`config.mk`:
```
export PLATFORM = sky130hd
export DESIGN_NAME = amdfs_stack_mem
export DESIGN_NICKNAME = d
export VERILOG_FILES = /design/src/hdl/amdfs_pkg.sv /design/src/hdl/amdfs_stack_mem.sv
export SDC_FILE = /design/constraint.sdc
export NUM_CORES = 1
export LEC_CHECK = 0
export BUFFER_PORTS_ARGS = -buffer_cell sky130_fd_sc_hd__buf_2
export CORE_UTILIZATION = 25
export CTS_BUF_LIST = sky130_fd_sc_hd__clkbuf_4
export DETAILED_ROUTE_END_ITERATION = 7
export GPL_ROUTABILITY_DRIVEN = 0
export HOLD_SLACK_MARGIN = 0.08
export PLACE_DENSITY = 0.45
export SLEW_MARGIN = 20
export SYNTH_ARGS = -nofsm -noshare
export SYNTH_HDL_FRONTEND = slang
export SYNTH_SLANG_ARGS = --single-unit
```
`constraint.sdc`:
```
create_clock -name clk -period 2.2 [get_ports clk]
set_input_delay 0.22 -clock clk [delete_from_list [all_inputs] [get_ports clk]]
set_output_delay 0.22 -clock clk [all_outputs]
set_load 0.01 [all_outputs]
```
`src/hdl/amdfs_pkg.sv`:
```
`default_nettype none
package amdfs_pkg;

  localparam int VERT_W        = 6;   // vertex number width
  localparam int CNT_W         = 7;   // vertex count width
  localparam int MAX_NODES_DEF = 64;
  localparam int GRP_W         = 16;  // bits examined per scan step

  localparam logic [CNT_W-1:0] VCOUNT_RST = 7'd64;

  localparam logic OP_EDGE = 1'b0;
  localparam logic OP_RUN  = 1'b1;

  typedef struct packed {
    logic              op;
    logic [VERT_W-1:0] vertex_a;
    logic [VERT_W-1:0] vertex_b;
  } in_item_t;

  typedef struct packed {
    logic [VERT_W-1:0] visited_vertex;
    logic              last;
  } out_item_t;

  // status of the neighbour scan unit
  typedef struct packed {
    logic              busy;
    logic              done;
    logic              found;
    logic [VERT_W-1:0] idx;
  } scan_res_t;

endpackage
`default_nettype wire

```
`src/hdl/amdfs_stack_mem.sv`:
```
`default_nettype none
module amdfs_stack_mem #(
  parameter  int DEPTH = amdfs_pkg::MAX_NODES_DEF,
  localparam int AW    = (DEPTH > 1) ? $clog2(DEPTH) : 1
) (
  input  wire logic                          clk,
  input  wire logic                          wr_en,
  input  wire logic [AW-1:0]                 wr_addr,
  input  wire logic [amdfs_pkg::VERT_W-1:0]  wr_data,
  input  wire logic                          rd_en,
  input  wire logic [AW-1:0]                 rd_addr,
  output logic      [amdfs_pkg::VERT_W-1:0]  rd_data
);
  logic [amdfs_pkg::VERT_W-1:0] mem [DEPTH];
  logic [amdfs_pkg::VERT_W-1:0] rd_q_r;

  always_ff @(posedge clk) begin
    if (wr_en) begin
      mem[wr_addr] <= wr_data;
    end
    if (rd_en) begin
      rd_q_r <= mem[rd_addr];
    end
  end

  assign rd_data = rd_q_r;

endmodule
`default_nettype wire

```
==> results.toml <==
[floorplanning]
initial_core_util_pct = 25.3
die_w_um = 249
die-height_um = 249
ios = 27
die_area_um2 = 62100
core_um2 = 60400
row_count = 90

[synth]
synth_largest_area_cell = "edfxtp_1"
ys_seq_elements = 390
synth-adder-area-share_pct = 0
synth_top_area_share_pct = 76.6
yosys-mux-area-fraction_pct = 15.5
synth_cell_types = 36
synth_area_per_cell_um2 = 21.2
synth-warning-count = 0
synthFlopType = "edfxtp_1"
synthXorXnorAreaFrac_pct = 0
synth_top_family_by_area = "multiplexers"
async_flop_share_pct = 0
synthSimpleGateAreaFrac_pct = 3.66
ys_seq_area_share_pct = 76.6
synthTopCellsByCount = "edfxtp_1, mux4_2, nor2_1"
synth_most_common_cell = "edfxtp_1"
synthCells = 720
yosys-top-cells-area = "edfxtp_1, mux4_2, nor2_1"
synth_nets = 741
synth_edf_count = 390
synth_area_um2 = 15300
synth-compound-area-share_pct = 2.59

[critical_path]
path_class = "reg -> reg"
crit_cells = 5
rr_endpoint = "rd_data[3]"
startpoint = "mem[54][3]"
crit_end = "rd_data[3]"
rr_worst_depth = 5
critical_path.cell_chain = "mux4_2 > mux2_2 > o21ai_1 > a21oi_1 > o22a_1"
cp-end-kind = "flip-flop"
cp_slowest_cell = "mux4_2"
rrSetupSlack_ns = 0.14
r2r-start = "mem[54][3]"
crit_fanout = 1
crit_path_start_kind = "flip-flop"
critPathBufInv = 0
cp.arrival_ns = 2.58
cp.required_ns = 2.72
slowest_delay_ns = 0.48
critPathTopFamily = "multiplexers"

[sta]
finalCritPeriodShare_pct = 93.5
max-slew-margin-rel_pct = 59.2
final_hold_viol_count = 0
fmax_mhz = 486
skew_ns = 0.0526
finalCriticalPeriod_ns = 2.06
worst_pin_slew_ns = 0.610
rsz0062_at_grt = "false"
maxSlewViolCount = 0
setup_viol = 0

[detailed_routing]
drc = 0
ant_nets = 0
wirelength_mm = 37.9
firstDrtPassIters = 5
vias_per_cell = 4.41
first_iter_violations = 480
wire_per_inst_um = 20.9
vias = 7992

[clocking]
cts.sink_count = 390
cts_root_buf = "clkbuf_4"
tritoncts = "done"
postCtsHoldBufs = 14
cts_setup_buffers = 0
clock_latency_ns = 0.81
htree_levels = 3
cts_max_path_buffers = 3
path_clk_slew_ns = 0.06
numCtsBuffers = 105
cts-resized-gates = 0

[pwr]
p_total_mw = 15.5
ir_drop_mv = 0.298
p_leak_nw = 6.16
cellPowerDensity_nw_per_um2 = 825

[cells_and_area]
ff_latch_area_um2 = 11700
multi_input_area_um2 = 3320
nets = 973
fillers = 5980
drive_gt1_share_pct = 40.3
final_cells = 1814
area_growth_syn_to_layout_pct = 22.8

[global_route]
grt_first_pass_wirelength_mm = 57.0
track_usage_pct = 12.6
grt_max_degree = 65
overflow = 0
grt_pass1_vias = 8618
grt_antenna_before_repair = 2

[placed_design]
portBuffers = 26
dp.cells = 1613
post-dp-hpwl_mm = 25.0

[run_status]
status = "finished, final reports clean"

[worst_hold_path]
hold_class = "in -> reg"

[job]
max-cap-violations = 0
[flip-flops by register name, summed over array words and instances (netlist names)]
signal,flops
rd_data,6
mem,384
[how the worst min path moves through the flow]
stage	start	end	slack, ns	cells past startpoint
after detailed placement	rd_en	rd_data[3]	0.61	1
after global routing	wr_addr[4]	mem[53][4]	0.1	3
after global placement	rd_en	rd_data[4]	0.60	1
after CTS	wr_addr[4]	mem[53][4]	0.09	3
final	wr_addr[4]	mem[53][4]	0.17	3
after floorplan	wr_data[0]	mem[0][0]	0.32	0
[tightest hold or removal path, cell delays in order]
cell and delay [ns]:
buf_2 0.18, nand4_1 0.21, nor2_1 0.15
[logic make-up (layout without fill, tap and decap cells)]
logic type / Yosys count / in the layout
other: 0 / 3
AND/OR/NAND/NOR: 120 / 120
AO/OA/AOI/OAI: 54 / 54
flip-flops: 390 / 390
multiplexers: 117 / 117
buffers and inverters: 39 / 348
[layout make-up]
cell class / count / share of cell area [%]
flip-flops and latches: 390 / 62.4
multi-input cells: 291 / 17.7
repair buffers: 164 / 7.51
clock buffers: 155 / 6.20
well taps: 782 / 5.21
clock inverters: 29 / 0.907
diodes: 3 / 0.0400
[metrics by stage]
stage | worst slack (ns) | instance area [um^2] | hold WS [ns] | utilization, % | TNS [ns]
floorplan | 0.295 | 15300 | 0.319 | - | 0
finish | 0.143 | 18800 | 0.172 | 31.1 | 0
CTS | 0.125 | 18800 | 0.0927 | 31.1 | 0
detailed placement | -0.129 | 17300 | 0.607 | 28.6 | -0.293
global placement | -0.130 | 17300 | 0.604 | 28.6 | -0.321
global route | 0.0885 | 18800 | 0.0969 | 31.1 | 0
[layout by cell type (no fill, tap or decap), types with 9 or more instances in the layout]
cell / netlist / routed
clkbuf_4: 0 / 155
buf_4: 2 / 109
o22ai_1: 12 / 12
nor2_1: 67 / 67
buf_2: 13 / 24
mux2i_1: 15 / 15
buf_12: 2 / 16
mux2_2: 9 / 9
nand3_1: 11 / 11
mux4_2: 87 / 87
o221ai_1: 9 / 9
clkinv_1: 0 / 20
edfxtp_1: 390 / 390
dlygate4sd3_1: 0 / 14
[power by group]
group / leakage (nW) / switching [mW] / total [mW] / internal, mW
Clock: 0.797 / 2.89 / 6.32 / 3.43
Sequential: 3.51 / 0.0213 / 8.26 / 8.24
Combinational: 1.85 / 0.513 / 0.895 / 0.382
Total: 6.16 / 3.42 / 15.5 / 12.1
[layer usage]
metal | track usage, % | share of wire (%) | wire [um] | up-vias
li1 | - | - | - | 3578
met1 | 17.2 | 46 | 17500 | 4148
met2 | 19.4 | 47 | 17900 | 213
met3 | 3.29 | 5.2 | 1960 | 53
met4 | 4.07 | 1.6 | 593 | 0
met5 | 0 | 0 | 0 | -
Power figures use the tool's default switching activity.
