File: src/hdl/amdfs_pkg.sv
`default_nettype none
package amdfs_pkg;

  localparam int VERT_W        = 6;   // vertex number width
  localparam int CNT_W         = 7;   // vertex count width
  localparam int MAX_NODES_DEF = 64;
  localparam int GRP_W         = 16;  // bits examined per scan step

  localparam logic [CNT_W-1:0] VCOUNT_RST = 7'd64;

  localparam logic OP_EDGE = 1'b0;
  localparam logic OP_RUN  = 1'b1;

  typedef struct packed {
    logic              op;
    logic [VERT_W-1:0] vertex_a;
    logic [VERT_W-1:0] vertex_b;
  } in_item_t;

  typedef struct packed {
    logic [VERT_W-1:0] visited_vertex;
    logic              last;
  } out_item_t;

  // status of the neighbour scan unit
  typedef struct packed {
    logic              busy;
    logic              done;
    logic              found;
    logic [VERT_W-1:0] idx;
  } scan_res_t;

endpackage
`default_nettype wire

File: src/hdl/amdfs_scan.sv
`default_nettype none
module amdfs_scan #(
  parameter int WORD_W = amdfs_pkg::MAX_NODES_DEF
) (
  input  wire logic              clk,
  input  wire logic              rst_n,
  input  wire logic              start,
  input  wire logic [WORD_W-1:0] word,
  output amdfs_pkg::scan_res_t   res
);
  localparam int GW_BITS = amdfs_pkg::GRP_W;
  localparam int NG      = (WORD_W + GW_BITS - 1) / GW_BITS;
  localparam int GW      = (NG > 1) ? $clog2(NG) : 1;
  localparam int FW      = $clog2(GW_BITS);
  localparam int PW      = NG * GW_BITS;

  logic [PW-1:0]                word_r;
  logic [GW-1:0]                grp_r;
  logic                         busy_r;
  logic                         done_r;
  logic                         found_r;
  logic [amdfs_pkg::VERT_W-1:0] idx_r;
  logic [FW-1:0]                ffs;
  logic                         any;

  // lowest set bit of the current group
  always_comb begin
    ffs = '0;
    for (int j = GW_BITS - 1; j >= 0; j--) begin
      if (word_r[j]) begin
        ffs = FW'(j);
      end
    end
    any = |word_r[GW_BITS-1:0];
  end

  always_ff @(posedge clk) begin
    if (!rst_n) begin
      busy_r  <= 1'b0;
      done_r  <= 1'b0;
      found_r <= 1'b0;
      grp_r   <= '0;
    end else if (start) begin
      word_r  <= PW'(word);
      grp_r   <= '0;
      busy_r  <= 1'b1;
      done_r  <= 1'b0;
      found_r <= 1'b0;
    end else if (busy_r) begin
      if (any) begin
        busy_r  <= 1'b0;
        done_r  <= 1'b1;
        found_r <= 1'b1;
        idx_r   <= amdfs_pkg::VERT_W'({grp_r, ffs});
      end else if (grp_r == GW'(NG - 1)) begin
        busy_r  <= 1'b0;
        done_r  <= 1'b1;
        found_r <= 1'b0;
      end else begin
        word_r <= word_r >> GW_BITS;
        grp_r  <= grp_r + GW'(1);
      end
    end
  end

  assign res = {busy_r, done_r, found_r, idx_r};

endmodule
`default_nettype wire

File: config.mk
export PLATFORM = sky130hd
export DESIGN_NAME = amdfs_scan
export DESIGN_NICKNAME = d
export VERILOG_FILES = /design/src/hdl/amdfs_pkg.sv /design/src/hdl/amdfs_scan.sv
export SDC_FILE = /design/constraint.sdc
export NUM_CORES = 1
export LEC_CHECK = 0
export ABC_CLOCK_PERIOD_IN_PS = 3970
export BUFFER_PORTS_ARGS = -buffer_cell sky130_fd_sc_hd__buf_2
export CORE_UTILIZATION = 50
export CTS_CLUSTER_DIAMETER = 200
export DETAILED_ROUTE_END_ITERATION = 8
export PLACE_DENSITY_LB_ADDON = 0.12
export SYNTH_ARGS = -nofsm -noshare
export SYNTH_HDL_FRONTEND = slang
export SYNTH_SLANG_ARGS = --single-unit
export TNS_END_PERCENT = 30
File: constraint.sdc
create_clock -name clk -period 3.97 [get_ports clk]
set_input_delay 0.794 -clock clk [delete_from_list [all_inputs] [get_ports clk]]
set_output_delay 0.794 -clock clk [all_outputs]
set_load 0.1 [all_outputs]
==> results.sh <==
export IMPL_finalCriticalPeriod_ns=2.642
export IMPL_cts_root_buf="clkbuf_8"
export IMPL_cts_tree="yes"
export IMPL_numCtsBuffers=9
export IMPL_power_switching_uw=344.5
export IMPL_yosys_warnings=0
export IMPL_cts_setup_buffers=0
export IMPL_routed_via_density=5.072
export IMPL_finClkSkew_ns=0.007996
export IMPL_relSlewSlack_pct=51.65
export IMPL_timing_final_ws_setup_ns=1.328
export IMPL_syn_inst=202
export IMPL_clock_sinks=75
export IMPL_clk_pin_slew_worst_paths_ns=0.08
export IMPL_synthArstFlopShare_pct=0
export IMPL_cp_max_fo=64
export IMPL_syn_area_um2=3196
export IMPL_drc_errors=0
export IMPL_final_common_cell="buf_2"
export IMPL_post_cts_resized=0
export IMPL_yosys_area_share_simple_pct=7.792
export IMPL_final_nets=347
export IMPL_grt_max_degree=68
export IMPL_syn_area_per_cell_um2=15.82
export IMPL_num_rows=28
export IMPL_grt_pass1_wl_um=8114
export IMPL_core_area_um2=6026
export IMPL_swShare_pct=21.41
export IMPL_die_x_um=81.95
export IMPL_dieArea_um2=6715
export IMPL_ys_types=29
export IMPL_io_pins=76
export IMPL_seqPwrFrac_pct=57.3
export IMPL_status="finished, final reports clean"
export IMPL_dp_worst_setup_slack_ns=1.325
export IMPL_synth_top_family_by_area="multiplexers"
export IMPL_clk_latency_ns=0.33
export IMPL_crit_type="reg -> reg"
export IMPL_syn_to_final_growth_pct=19.69
export IMPL_clkPwrFrac_pct=34.0
export IMPL_worst_pin_slew_ns=0.7253
export IMPL_hold_viol_final=0
export IMPL_place_gp_congestion=0.7644
export IMPL_vias=1821
export IMPL_worstHoldPathType="reg -> reg"
export IMPL_synth_adder_area_share_pct=0.3915
export IMPL_wl_um=5121
export IMPL_port_buffer_count=75
export IMPL_die_y_um=81.95
export IMPL_post_route_cells_drive_above_1_share_pct=50.00
export IMPL_hpwl_um=3469
export IMPL_ir_drop_mv=0.2576
export IMPL_ant_nets=0
export IMPL_synth_area_mux_share_pct=17.23
export IMPL_timing_final_crit_share_pct=66.56
export IMPL_slew_violations=0
export IMPL_max_freq_mhz=378.4
export IMPL_synth_xor_area_share_pct=0
export IMPL_setup_tns_ns=0
export IMPL_wl_per_cell_um=14.26
export IMPL_fin_hold_ws_ns=0.4497
export IMPL_combPwrFrac_pct=8.7
export IMPL_antenna_found_initial=0
export IMPL_cp_start_kind="flop"
export IMPL_first_pass_iters=4
export IMPL_fillCellCount=465
export IMPL_synth_compound_area_share_pct=3.446
export IMPL_syn_nets=270
export IMPL_grt_pass1_vias=1819
export IMPL_antenna_cells=0
export IMPL_synth_edff_count=70
export IMPL_grt_usage_pct=17.22
export IMPL_yosysSeqAreaShare_pct=68.91
export IMPL_power_leakage_uw=0.001418
export IMPL_initial_utilization_pct=53.03
export IMPL_cts_htree_levels=3
export IMPL_required_ns=3.97
export IMPL_grt_setup_unrepaired="false"
export IMPL_p_per_area_nw_per_um2=420.7
export IMPL_arrival_ns=2.64
export IMPL_postLayoutCoreUtil_pct=63.48
export IMPL_cp_end_kind="flop"
export IMPL_synth_seq_cells=75
export IMPL_final_cell_mix="buf_2, edfxtp_1, mux2_2"
export IMPL_postCtsHoldBufs=0
export IMPL_p_int_uw=1264
export IMPL_synth_main_ff_cell="edfxtp_1"
export IMPL_clock_path_buffers=2
export IMPL_drv_cap=0
export IMPL_drt_iter0_markers=89
export IMPL_grt_remaining_overflow=0
export IMPL_setup_violations=0
## layout make-up
cell class              instances  area (um^2)  share of cell area (%)
well taps                      75        93.84                   2.453
repair buffers                 77        402.9                   10.53
flip-flops and latches         75         2202                   57.57
clock inverters                 6        56.30                   1.472
multi-input cells             111        923.4                   24.14
clock buffers                  10        127.6                   3.337
inverters                       5        18.77                  0.4907
## sequential cells by signal, summed over array words and instances (netlist names)
| name | cells |
|---|---|
| busy_r | 1 |
| done_r | 1 |
| found_r | 1 |
| grp_r | 2 |
| idx_r | 6 |
| word_r | 64 |
## metal layers
metal	vias to the layer above	global-route usage (%)	part of all wire, %
li1	912	-	-
met1	841	20.18	44
met2	55	28.68	48
met3	13	4.444	5.2
met4	0	9.649	2.5
met5	-	0	0
## critical path, cell delays in order (launching register included)
cell	delay [ns]
edfxtp_1	0.40
or4_1	0.59
or4b_4	0.57
nor2_1	0.24
o21a_2	0.18
buf_12	0.29
## metrics by stage
stage	total power (uW)	area, um^2	cells
after CTS	1626	3825	359
after global routing	1674	3825	359
after global placement	1077	3641	343
final	1609	3825	359
after detailed placement	1081	3641	343
after floorplan	1030	3196	202
## cells in the mapped netlist, types with 2 or more instances
cell type	count	area, um^2
o21ai_0	3	15.01
buf_4	3	22.52
nand2b_1	2	12.51
clkbuf_1	8	30.03
nand2_1	5	18.77
o31ai_1	2	15.01
dfxtp_1	5	100.1
or4_1	3	22.52
and2_1	16	100.1
nor2_1	9	33.78
o21a_1	2	15.01
inv_1	5	18.77
mux2_2	48	540.5
a21oi_1	7	35.03
edfxtp_1	70	2102
## logic make-up after synthesis
| kind of cell | Yosys count |
|---|---|
| AND/OR/NAND/NOR | 43 |
| AO/OA/AOI/OAI | 18 |
| buffers and inverters | 16 |
| flip-flops | 75 |
| multiplexers | 49 |
| adder cells (fa/ha/maj) | 1 |
## worst paths after layout
path                   start         to  slack (ns)  cells after the start
hold reg to reg       done_r     done_r        0.45                      2
setup reg to reg  word_r[13]  word_r[6]        1.33                      5
hold / removal        done_r     done_r        0.45                      2
setup / recovery  word_r[13]  word_r[6]        1.33                      5
## power groups by stage
stage	registers, uW	clock network, uW	logic, uW
after floorplan	945	0	84.7
after global placement	937	0	140
after detailed placement	940	0	141
after CTS	922	562	143
after global routing	925	596	153
final	922	547	141
Power figures use the tool's default switching activity.
